`config.mk`:
```
export PLATFORM = sky130hd
export DESIGN_NAME = utf16_to_utf7_encoder_unit
export DESIGN_NICKNAME = d
export VERILOG_FILES = /design/src/rtl/core/u7e_pkg.sv /design/src/rtl/core/u7e_front.sv /design/src/rtl/core/u7e_queue.sv /design/src/rtl/core/u7e_back.sv /design/src/rtl/core/utf16_to_utf7_encoder_unit.sv
export SDC_FILE = /design/constraint.sdc
export NUM_CORES = 1
export LEC_CHECK = 0
export BUFFER_PORTS_ARGS = -buffer_cell sky130_fd_sc_hd__buf_2
export CAP_MARGIN = 20
export CORE_MARGIN = 2
export CORE_UTILIZATION = 45
export DETAILED_ROUTE_END_ITERATION = 10
export PLACE_DENSITY_LB_ADDON = 0.3
export SLEW_MARGIN = 10
export SYNTH_ARGS = -nofsm -noshare
export SYNTH_HDL_FRONTEND = slang
export SYNTH_SLANG_ARGS = --single-unit
export TNS_END_PERCENT = 50
```
`constraint.sdc`:
```
create_clock -name clk -period 9.9 [get_ports clk]
set_clock_uncertainty 0.15 [all_clocks]
set_input_delay 0.495 -clock clk [delete_from_list [all_inputs] [get_ports clk]]
set_output_delay 0.495 -clock clk [all_outputs]
set_load 0.02 [all_outputs]
```
`src/rtl/core/u7e_pkg.sv`:
```
`default_nettype none

package u7e_pkg;

  // Most bytes that one input word can cause.
  localparam int unsigned BYTES_PER_PKT = 4;
  localparam int unsigned IDX_W = $clog2(BYTES_PER_PKT);

  // Depth of the queue between the front and back parts.
  localparam int unsigned QUEUE_DEPTH = 2;
  localparam int unsigned QPTR_W = (QUEUE_DEPTH > 1) ? $clog2(QUEUE_DEPTH) : 1;
  localparam int unsigned QCNT_W = $clog2(QUEUE_DEPTH + 1);

  localparam int unsigned CFG_IDX_W = 2;
  localparam int unsigned CFG_DATA_W = 7;

  localparam logic [CFG_IDX_W-1:0] CFG_DIRECT_SET = 2'd0;
  localparam logic [CFG_IDX_W-1:0] CFG_ESCAPE     = 2'd1;
  localparam logic [CFG_IDX_W-1:0] CFG_DIGIT63    = 2'd2;

  // The bytes that one input word produces, in order, and the index of the final one.
  typedef struct packed {
    logic [IDX_W-1:0]                  last_idx;
    logic [BYTES_PER_PKT-1:0][6:0]     bytes;
  } pkt_t;

endpackage

`default_nettype wire

```
`src/rtl/core/u7e_front.sv`:
```
`default_nettype none

module u7e_front (
  input  wire logic                              clk,
  input  wire logic                              rst,
  input  wire logic                              cfg_we,
  input  wire logic [u7e_pkg::CFG_IDX_W-1:0]     cfg_index,
  input  wire logic [u7e_pkg::CFG_DATA_W-1:0]    cfg_data,
  input  wire logic                              s_tvalid,
  output logic                                   s_tready,
  input  wire logic [15:0]                       s_tdata,
  input  wire logic                              s_tuser,
  input  wire logic                              q_full,
  output logic                                   q_push,
  output u7e_pkg::pkt_t                          q_data
);

  localparam logic [6:0] CHAR_DASH = 7'h2d;
  localparam logic [6:0] CHAR_PLUS = 7'h2b;

  logic       direct_set_mode;
  logic [6:0] escape_char;
  logic [6:0] digit63_char;

  logic       in_base64;
  logic [1:0] digit_phase;
  logic [5:0] pending_bits;

  logic       in_base64_next;
  logic [1:0] digit_phase_next;
  logic [5:0] pending_bits_next;

  logic [2:0] n_bytes;
  logic       accept;
  logic       unit_direct;
  logic [15:0] ch;

  function automatic logic [6:0] digit_char(input logic [5:0] v, input logic [6:0] d63);
    logic [6:0] r;
    if (v < 6'd26) begin
      r = 7'd65 + {1'b0, v};
    end else if (v < 6'd52) begin
      r = 7'd97 + {1'b0, v - 6'd26};
    end else if (v < 6'd62) begin
      r = 7'd48 + {1'b0, v - 6'd52};
    end else if (v == 6'd62) begin
      r = CHAR_PLUS;
    end else begin
      r = d63;
    end
    return r;
  endfunction

  function automatic logic is_direct(input logic [15:0] c, input logic mode);
    logic r;
    if (!mode) begin
      r = (c >= 16'h0020) && (c <= 16'h007e);
    end else begin
      r = ((c >= 16'd65) && (c <= 16'd90)) ||
          ((c >= 16'd97) && (c <= 16'd122)) ||
          ((c >= 16'd48) && (c <= 16'd57)) ||
          ((c >= 16'd39) && (c <= 16'd41)) ||
          ((c >= 16'd44) && (c <= 16'd47)) ||
          (c == 16'd9)  || (c == 16'd10) || (c == 16'd13) ||
          (c == 16'd32) || (c == 16'd33) || (c == 16'd34) ||
          ((c >= 16'd58) && (c <= 16'd63)) ||
          (c == 16'd91) || (c == 16'd93);
    end
    return r;
  endfunction

  assign ch          = s_tdata;
  assign s_tready    = !q_full;
  assign accept      = s_tvalid && s_tready;
  assign unit_direct = is_direct(ch, direct_set_mode);

  // The output bytes are appended one after another in the order they leave.
  always_comb begin
    q_data            = '0;
    n_bytes           = 3'd0;
    in_base64_next    = in_base64;
    digit_phase_next  = digit_phase;
    pending_bits_next = pending_bits;

    if (s_tuser || unit_direct) begin
      if (in_base64) begin
        if (digit_phase != 2'd0) begin
          q_data.bytes[n_bytes[1:0]] = digit_char(pending_bits, digit63_char);
          n_bytes = n_bytes + 3'd1;
        end
        q_data.bytes[n_bytes[1:0]] = CHAR_DASH;
        n_bytes = n_bytes + 3'd1;
        in_base64_next    = 1'b0;
        digit_phase_next  = 2'd0;
        pending_bits_next = 6'd0;
      end
      if (!s_tuser) begin
        q_data.bytes[n_bytes[1:0]] = ch[6:0];
        n_bytes = n_bytes + 3'd1;
        if (ch == {9'd0, escape_char}) begin
          q_data.bytes[n_bytes[1:0]] = CHAR_DASH;
          n_bytes = n_bytes + 3'd1;
        end
      end
    end else begin
      if (!in_base64) begin
        q_data.bytes[n_bytes[1:0]] = escape_char;
        n_bytes = n_bytes + 3'd1;
      end
      in_base64_next = 1'b1;
      unique case (digit_phase)
        2'd1: begin
          q_data.bytes[n_bytes[1:0]] =
            digit_char(pending_bits + {4'd0, ch[15:14]}, digit63_char);
          n_bytes = n_bytes + 3'd1;
          q_data.bytes[n_bytes[1:0]] = digit_char(ch[13:8], digit63_char);
          n_bytes = n_bytes + 3'd1;
          q_data.bytes[n_bytes[1:0]] = digit_char(ch[7:2], digit63_char);
          n_bytes = n_bytes + 3'd1;
          pending_bits_next = {ch[1:0], 4'd0};
          digit_phase_next  = 2'd2;
        end
        2'd2: begin
          q_data.bytes[n_bytes[1:0]] =
            digit_char(pending_bits + {2'd0, ch[15:12]}, digit63_char);
          n_bytes = n_bytes + 3'd1;
          q_data.bytes[n_bytes[1:0]] = digit_char(ch[11:6], digit63_char);
          n_bytes = n_bytes + 3'd1;
          q_data.bytes[n_bytes[1:0]] = digit_char(ch[5:0], digit63_char);
          n_bytes = n_bytes + 3'd1;
          pending_bits_next = 6'd0;
          digit_phase_next  = 2'd0;
        end
        default: begin
          // Phase three never arises and is treated like phase zero.
          q_data.bytes[n_bytes[1:0]] = digit_char(ch[15:10], digit63_char);
          n_bytes = n_bytes + 3'd1;
          q_data.bytes[n_bytes[1:0]] = digit_char(ch[9:4], digit63_char);
          n_bytes = n_bytes + 3'd1;
          pending_bits_next = {ch[3:0], 2'd0};
          digit_phase_next  = 2'd1;
        end
      endcase
    end

    q_data.last_idx = u7e_pkg::IDX_W'(n_bytes - 3'd1);
  end

  // A finish while already direct produces nothing and is not queued.
  assign q_push = accept && (n_bytes != 3'd0);

  always_ff @(posedge clk) begin
    if (rst) begin
      direct_set_mode <= 1'b1;
      escape_char     <= 7'd43;
      digit63_char    <= 7'd47;
      in_base64       <= 1'b0;
      digit_phase     <= 2'd0;
      pending_bits    <= 6'd0;
    end else begin
      if (cfg_we) begin
        case (cfg_index)
          u7e_pkg::CFG_DIRECT_SET: direct_set_mode <= cfg_data[0];
          u7e_pkg::CFG_ESCAPE:     escape_char     <= cfg_data;
          u7e_pkg::CFG_DIGIT63:    digit63_char    <= cfg_data;
          default: ;
        endcase
      end
      if (accept) begin
        in_base64    <= in_base64_next;
        digit_phase  <= digit_phase_next;
        pending_bits <= pending_bits_next;
      end
    end
  end

`ifndef NO_ASSERTIONS
  a_phase_only_in_base64: assert property (@(posedge clk) disable iff (rst)
    (digit_phase != 2'd0) |-> in_base64)
    else $error("digit phase set outside base64");

  a_no_phase_three: assert property (@(posedge clk) disable iff (rst)
    digit_phase != 2'd3)
    else $error("digit phase reached three");

  a_pending_zero_in_phase0: assert property (@(posedge clk) disable iff (rst)
    (digit_phase == 2'd0) |-> (pending_bits == 6'd0))
    else $error("pending bits left with phase zero");
`endif

endmodule

`default_nettype wire

```
`src/rtl/core/u7e_queue.sv`:
```
`default_nettype none

module u7e_queue (
  input  wire logic           clk,
  input  wire logic           rst,
  input  wire logic           push,
  input  wire u7e_pkg::pkt_t  push_data,
  output logic                full,
  input  wire logic           pop,
  output logic                not_empty,
  output u7e_pkg::pkt_t       head
);

  u7e_pkg::pkt_t mem [u7e_pkg::QUEUE_DEPTH];

  logic [u7e_pkg::QPTR_W-1:0] wr_ptr;
  logic [u7e_pkg::QPTR_W-1:0] rd_ptr;
  logic [u7e_pkg::QCNT_W-1:0] count;

  localparam logic [u7e_pkg::QPTR_W-1:0] PTR_LAST = u7e_pkg::QPTR_W'(u7e_pkg::QUEUE_DEPTH - 1);
  localparam logic [u7e_pkg::QCNT_W-1:0] CNT_FULL = u7e_pkg::QCNT_W'(u7e_pkg::QUEUE_DEPTH);

  assign full      = (count == CNT_FULL);
  assign not_empty = (count != '0);
  assign head      = mem[rd_ptr];

  always_ff @(posedge clk) begin
    if (push) begin
      mem[wr_ptr] <= push_data;
    end
  end

  always_ff @(posedge clk) begin
    if (rst) begin
      wr_ptr <= '0;
      rd_ptr <= '0;
      count  <= '0;
    end else begin
      if (push) begin
        wr_ptr <= (wr_ptr == PTR_LAST) ? '0 : wr_ptr + 1'b1;
      end
      if (pop) begin
        rd_ptr <= (rd_ptr == PTR_LAST) ? '0 : rd_ptr + 1'b1;
      end
      if (push && !pop) begin
        count <= count + 1'b1;
      end else if (pop && !push) begin
        count <= count - 1'b1;
      end
    end
  end

`ifndef NO_ASSERTIONS
  a_no_push_full: assert property (@(posedge clk) disable iff (rst)
    !(push && full))
    else $error("push into a full queue");

  a_no_pop_empty: assert property (@(posedge clk) disable iff (rst)
    !(pop && !not_empty))
    else $error("pop from an empty queue");

  a_count_bound: assert property (@(posedge clk) disable iff (rst)
    count <= CNT_FULL)
    else $error("queue count out of range");
`endif

endmodule

`default_nettype wire

```
`src/rtl/core/u7e_back.sv`:
```
`default_nettype none

module u7e_back (
  input  wire logic           clk,
  input  wire logic           rst,
  input  wire logic           q_valid,
  input  wire u7e_pkg::pkt_t  q_head,
  output logic                q_pop,
  output logic                m_tvalid,
  input  wire logic           m_tready,
  output logic [7:0]          m_tdata,
  output logic                m_tlast
);

  logic [u7e_pkg::IDX_W-1:0] idx;
  logic [6:0]                out_byte;
  logic                      load;
  logic                      final_byte;

  // The output register is refilled from the queue head whenever it is empty or being taken and the queue is not empty.
  assign load       = q_valid && (!m_tvalid || m_tready);
  assign final_byte = (idx == q_head.last_idx);
  assign q_pop      = load && final_byte;
  assign m_tdata    = {1'b0, out_byte};

  always_ff @(posedge clk) begin
    if (load) begin
      out_byte <= q_head.bytes[idx];
      m_tlast  <= final_byte;
    end
  end

  always_ff @(posedge clk) begin
    if (rst) begin
      idx      <= '0;
      m_tvalid <= 1'b0;
    end else begin
      if (load) begin
        m_tvalid <= 1'b1;
        idx      <= final_byte ? '0 : idx + 1'b1;
      end else if (m_tready) begin
        m_tvalid <= 1'b0;
      end
    end
  end

`ifndef NO_ASSERTIONS
  a_idx_within_pkt: assert property (@(posedge clk) disable iff (rst)
    q_valid |-> (idx <= q_head.last_idx))
    else $error("byte index past end of packet");

  a_idx_idle_zero: assert property (@(posedge clk) disable iff (rst)
    !q_valid |-> (idx == '0))
    else $error("byte index not cleared between packets");
`endif

endmodule

`default_nettype wire

```
`src/rtl/core/utf16_to_utf7_encoder_unit.sv`:
```
`default_nettype none

// UTF-16 to UTF-7 encoder. Each input word carries a command in tuser (0 = encode the code
// unit in tdata, 1 = finish and return to direct mode) and produces one to four ASCII bytes
// on the output stream, tlast marking the final byte of each word; a finish while already
// direct produces nothing. The front part classifies a word and updates the base64 state in
// the cycle it is accepted, so it takes a word every cycle while the two-entry queue has room.
// The back part sends one byte per cycle while m_tready is high; a word causes 1 to 4 bytes.
// The first byte of a word is written into the queue, then loaded into the output register.
// Configuration (direct set, escape byte, character for digit 63) is written through
// cfg_we/cfg_index/cfg_data while the stream is idle; the user ensures it, the block does not.
module utf16_to_utf7_encoder_unit (
  input  wire logic                           clk,
  input  wire logic                           rst,
  input  wire logic                           cfg_we,
  input  wire logic [u7e_pkg::CFG_IDX_W-1:0]  cfg_index,
  input  wire logic [u7e_pkg::CFG_DATA_W-1:0] cfg_data,
  input  wire logic                           s_tvalid,
  output logic                                s_tready,
  input  wire logic [15:0]                    s_tdata,   // code_unit
  input  wire logic                           s_tuser,   // cmd
  output logic                                m_tvalid,
  input  wire logic                           m_tready,
  output logic [7:0]                          m_tdata,   // out_byte in bits 6:0, a zero bit on top
  output logic                                m_tlast
);

  u7e_pkg::pkt_t push_data;
  u7e_pkg::pkt_t head;
  logic          push;
  logic          full;
  logic          pop;
  logic          not_empty;

  u7e_front u_front (
    .clk       (clk),
    .rst       (rst),
    .cfg_we    (cfg_we),
    .cfg_index (cfg_index),
    .cfg_data  (cfg_data),
    .s_tvalid  (s_tvalid),
    .s_tready  (s_tready),
    .s_tdata   (s_tdata),
    .s_tuser   (s_tuser),
    .q_full    (full),
    .q_push    (push),
    .q_data    (push_data)
  );

  u7e_queue u_queue (
    .clk       (clk),
    .rst       (rst),
    .push      (push),
    .push_data (push_data),
    .full      (full),
    .pop       (pop),
    .not_empty (not_empty),
    .head      (head)
  );

  u7e_back u_back (
    .clk      (clk),
    .rst      (rst),
    .q_valid  (not_empty),
    .q_head   (head),
    .q_pop    (pop),
    .m_tvalid (m_tvalid),
    .m_tready (m_tready),
    .m_tdata  (m_tdata),
    .m_tlast  (m_tlast)
  );

endmodule

`default_nettype wire

```
==> reports/results.ini <==
[worst_setup_path]
cp.arrival_ns = 5.00
cp.required_ns = 10.03
rr_endpoint = u_queue.count[1]$_SDFFE_PP0P_
cp-end-kind = register
worstSetupStartpointType = input port
ff2ff_setup_slack_ns = 5.80
crit_fanout = 17
reg2reg_from = u_front.in_base64$_SDFFE_PP0P_
startpoint = s_tdata[13]
cpMaxStageDelayCell = clkinv_1
worstSetupPathType = in -> reg
cp-endpoint = u_queue.count[1]$_SDFFE_PP0P_
max_stage_delay_ns = 0.41
crit_top_cell = ha_1
cp_cell_sequence = buf_2, clkinv_1, ha_1, a21boi_2, or3_4, o2bb2a_4, o221a_1, o211ai_4, nand2_2, o31a_1, o22a_1, ha_1, a21oi_1, ha_1, or3_1, a21oi_1
r2r_cells = 12

[clock_network]
numCtsBuffers = 9
clk_pin_slew_ns = 0.07
cts_sinks = 98
cts_tree = yes
root_buffer = clkbuf_16
clk_latency_ns = 0.35
htree_levels = 3
cts_buffer_depth = 2
post_cts_resized = 0
post_cts_buffers = 0
ctsHoldBuffers = 0

[timing]
worstMarginPinSlew_ns = 0.996
finalCritPeriodShare = 0.492
slew_headroom = 0.336
hold_ws_ns = 0.251
setup_violations = 0
maxSlewViolCount = 0
clock.fmax_mhz = 205
setup_tns_ns = 0
min_period_ns = 4.87
grt_setup_unrepaired = no
finalHoldViolCount = 0

[synth]
synth-edff-count = 68
netlist_area_um2 = 10400
synthFlopType = edfxtp_1
yosysWarningCount = 0
yosysUniqueCellTypes = 97
synth_seq_cells = 98
syn_inst = 1229
seq_area_frac_synth = 0.254
synth_async_sr_flop_share = 0
syn_nets = 1352
syn_avg_cell_area_um2 = 8.48

[global_route]
grt_max_degree = 44
antenna_found_initial = 0
grt_pass1_vias = 9130
grt.overflow.total = 0
grt.total_usage = 0.276
grt_pass1_wl_mm = 52.4

[placed_design]
place_congestion = 1.00
portBuffers = 40
hpwl_mm = 25.4

[cells_and_area]
layout-drive-gt1-share = 0.0973
syn_to_final_growth_pct = 5.48
final_cell_mix = nand2_1, a21oi_1, ha_1
finish.utilization = 0.484
antenna_cells = 0
nets = 1321
fillers = 2222
final_common_cell = nand2_1

[routing]
first_iter_violations = 969
routed_via_density = 6.47
drc = 0
wl_mm = 33.8
postRouteAntennaNets = 0
dr.pass1.iters = 5
vias = 9620
wl_per_cell_um = 22.7

[die]
start_util = 0.459
die_width_um = 156
dieArea_um2 = 24400
io_pins = 42
die_h_um = 156
fp.coreArea_um2 = 22700
row_count = 55

[power_and_ir_drop]
p_total_mw = 1.64
power_density_nw_per_um2 = 149
p_leak_nw = 4.09
peakVddDrop_uv = 85.5

[worst_hold_path]
hold_path.class = in -> reg

[flow_run]
max-cap-violations = 0

[status]
status = finished clean

state kept, by name, summed over array words and instances (netlist names), 2 cells and up, named ones only:
register	cells
u_queue.mem	60
u_back.out_byte	7
u_front.digit63_char	7
u_front.escape_char	7
u_front.pending_bits	4
u_back.idx	2
u_front.digit_phase	2
u_queue.count	2
area by class of cell:
cell class / instances / area [µm²] / area share
clock buffers: 10 / 229 / 0.0208
clock inverters: 6 / 87.6 / 0.00797
inverters: 48 / 180 / 0.0164
multi-input cells: 994 / 7240 / 0.659
flip-flops and latches: 98 / 2640 / 0.240
well taps: 285 / 357 / 0.0324
repair buffers: 47 / 253 / 0.0230
kinds of logic (layout without fill, tap and decap cells):
kind of cell | after synthesis | after routing | synth area share
DFF | 98 | 98 | 0.254
muxes | 48 | 48 | 0.0640
xor gates and xnor gates | 96 | 96 | 0.0827
buffers and inverters | 137 | 111 | 0.0530
AOI/OAI and AO/OA | 372 | 372 | 0.247
other | 1 | 1 | 0.000360
adders and majority gates | 92 | 92 | 0.111
and+or+nand+nor | 385 | 385 | 0.188
per-layer routing:
metal,vias up,wire length [µm],part of all wire,track usage
met2,455,15300,0.45,0.448
met1,4519,14200,0.42,0.370
met5,-,0,0,0
met4,0,1510,0.045,0.119
met3,120,2780,0.082,0.0358
li1,4526,-,-,-
synth_stat cells (all sizes together) (23+ instances only):
cell type,n,area share
xnor2,63,0.054
nand3,37,0.019
xor2,32,0.027
ha,91,0.11
inv,45,0.016
nor3,30,0.016
dfxtp,30,0.058
a211oi,24,0.017
o21ai,73,0.035
buf,23,0.012
a21oi,98,0.048
edfxtp,68,0.20
mux2i,25,0.024
nand2,110,0.040
clkbuf,66,0.024
nor2,85,0.031
critical path, delay by kind of cell:
family,cells,cell delay [ns]
fa+ha+maj,3,0.95
simple gates,3,0.93
compound gates,8,1.89
buf+inv,2,0.72
stage by stage:
stage                     cells  instance area, µm²  setup slack, ns
after global placement     1472               10700             4.80
final                      1488               11000             5.03
after floorplan            1229               10400             3.51
after global routing       1488               11000             4.79
after CTS                  1488               11000             5.10
after detailed placement   1472               10700             4.73
how the worst min path moves through the flow:
stage | startpoint | endpoint | depth (start not counted) | slack, ns
global route | cfg_data[4] | u_front.digit63_char[4]$_SDFFE_PP0P_ | 3 | 0.27
finish | cfg_data[4] | u_front.digit63_char[4]$_SDFFE_PP0P_ | 3 | 0.25
global placement | u_queue.rd_ptr$_SDFFE_PP0P_ | register | 2 | 0.33
CTS | cfg_data[4] | u_front.digit63_char[4]$_SDFFE_PP0P_ | 3 | 0.25
floorplan | u_front.digit_phase[1]$_SDFFE_PP0P_ | u_front.digit_phase[1]$_SDFFE_PP0P_ | 1 | 0.32
detailed placement | u_back.m_tvalid$_SDFFE_PP0P_ | u_back.m_tvalid$_SDFFE_PP0P_ | 2 | 0.35
where the power goes:
group / switching [mW] / internal [mW] / leakage (nW)
combinational: 0.413 / 0.259 / 3.05
sequential: 0.0492 / 0.542 / 0.885
clock: 0.149 / 0.222 / 0.157
total: 0.612 / 1.02 / 4.09
Note: power is estimated with default switching activity, not from simulation.
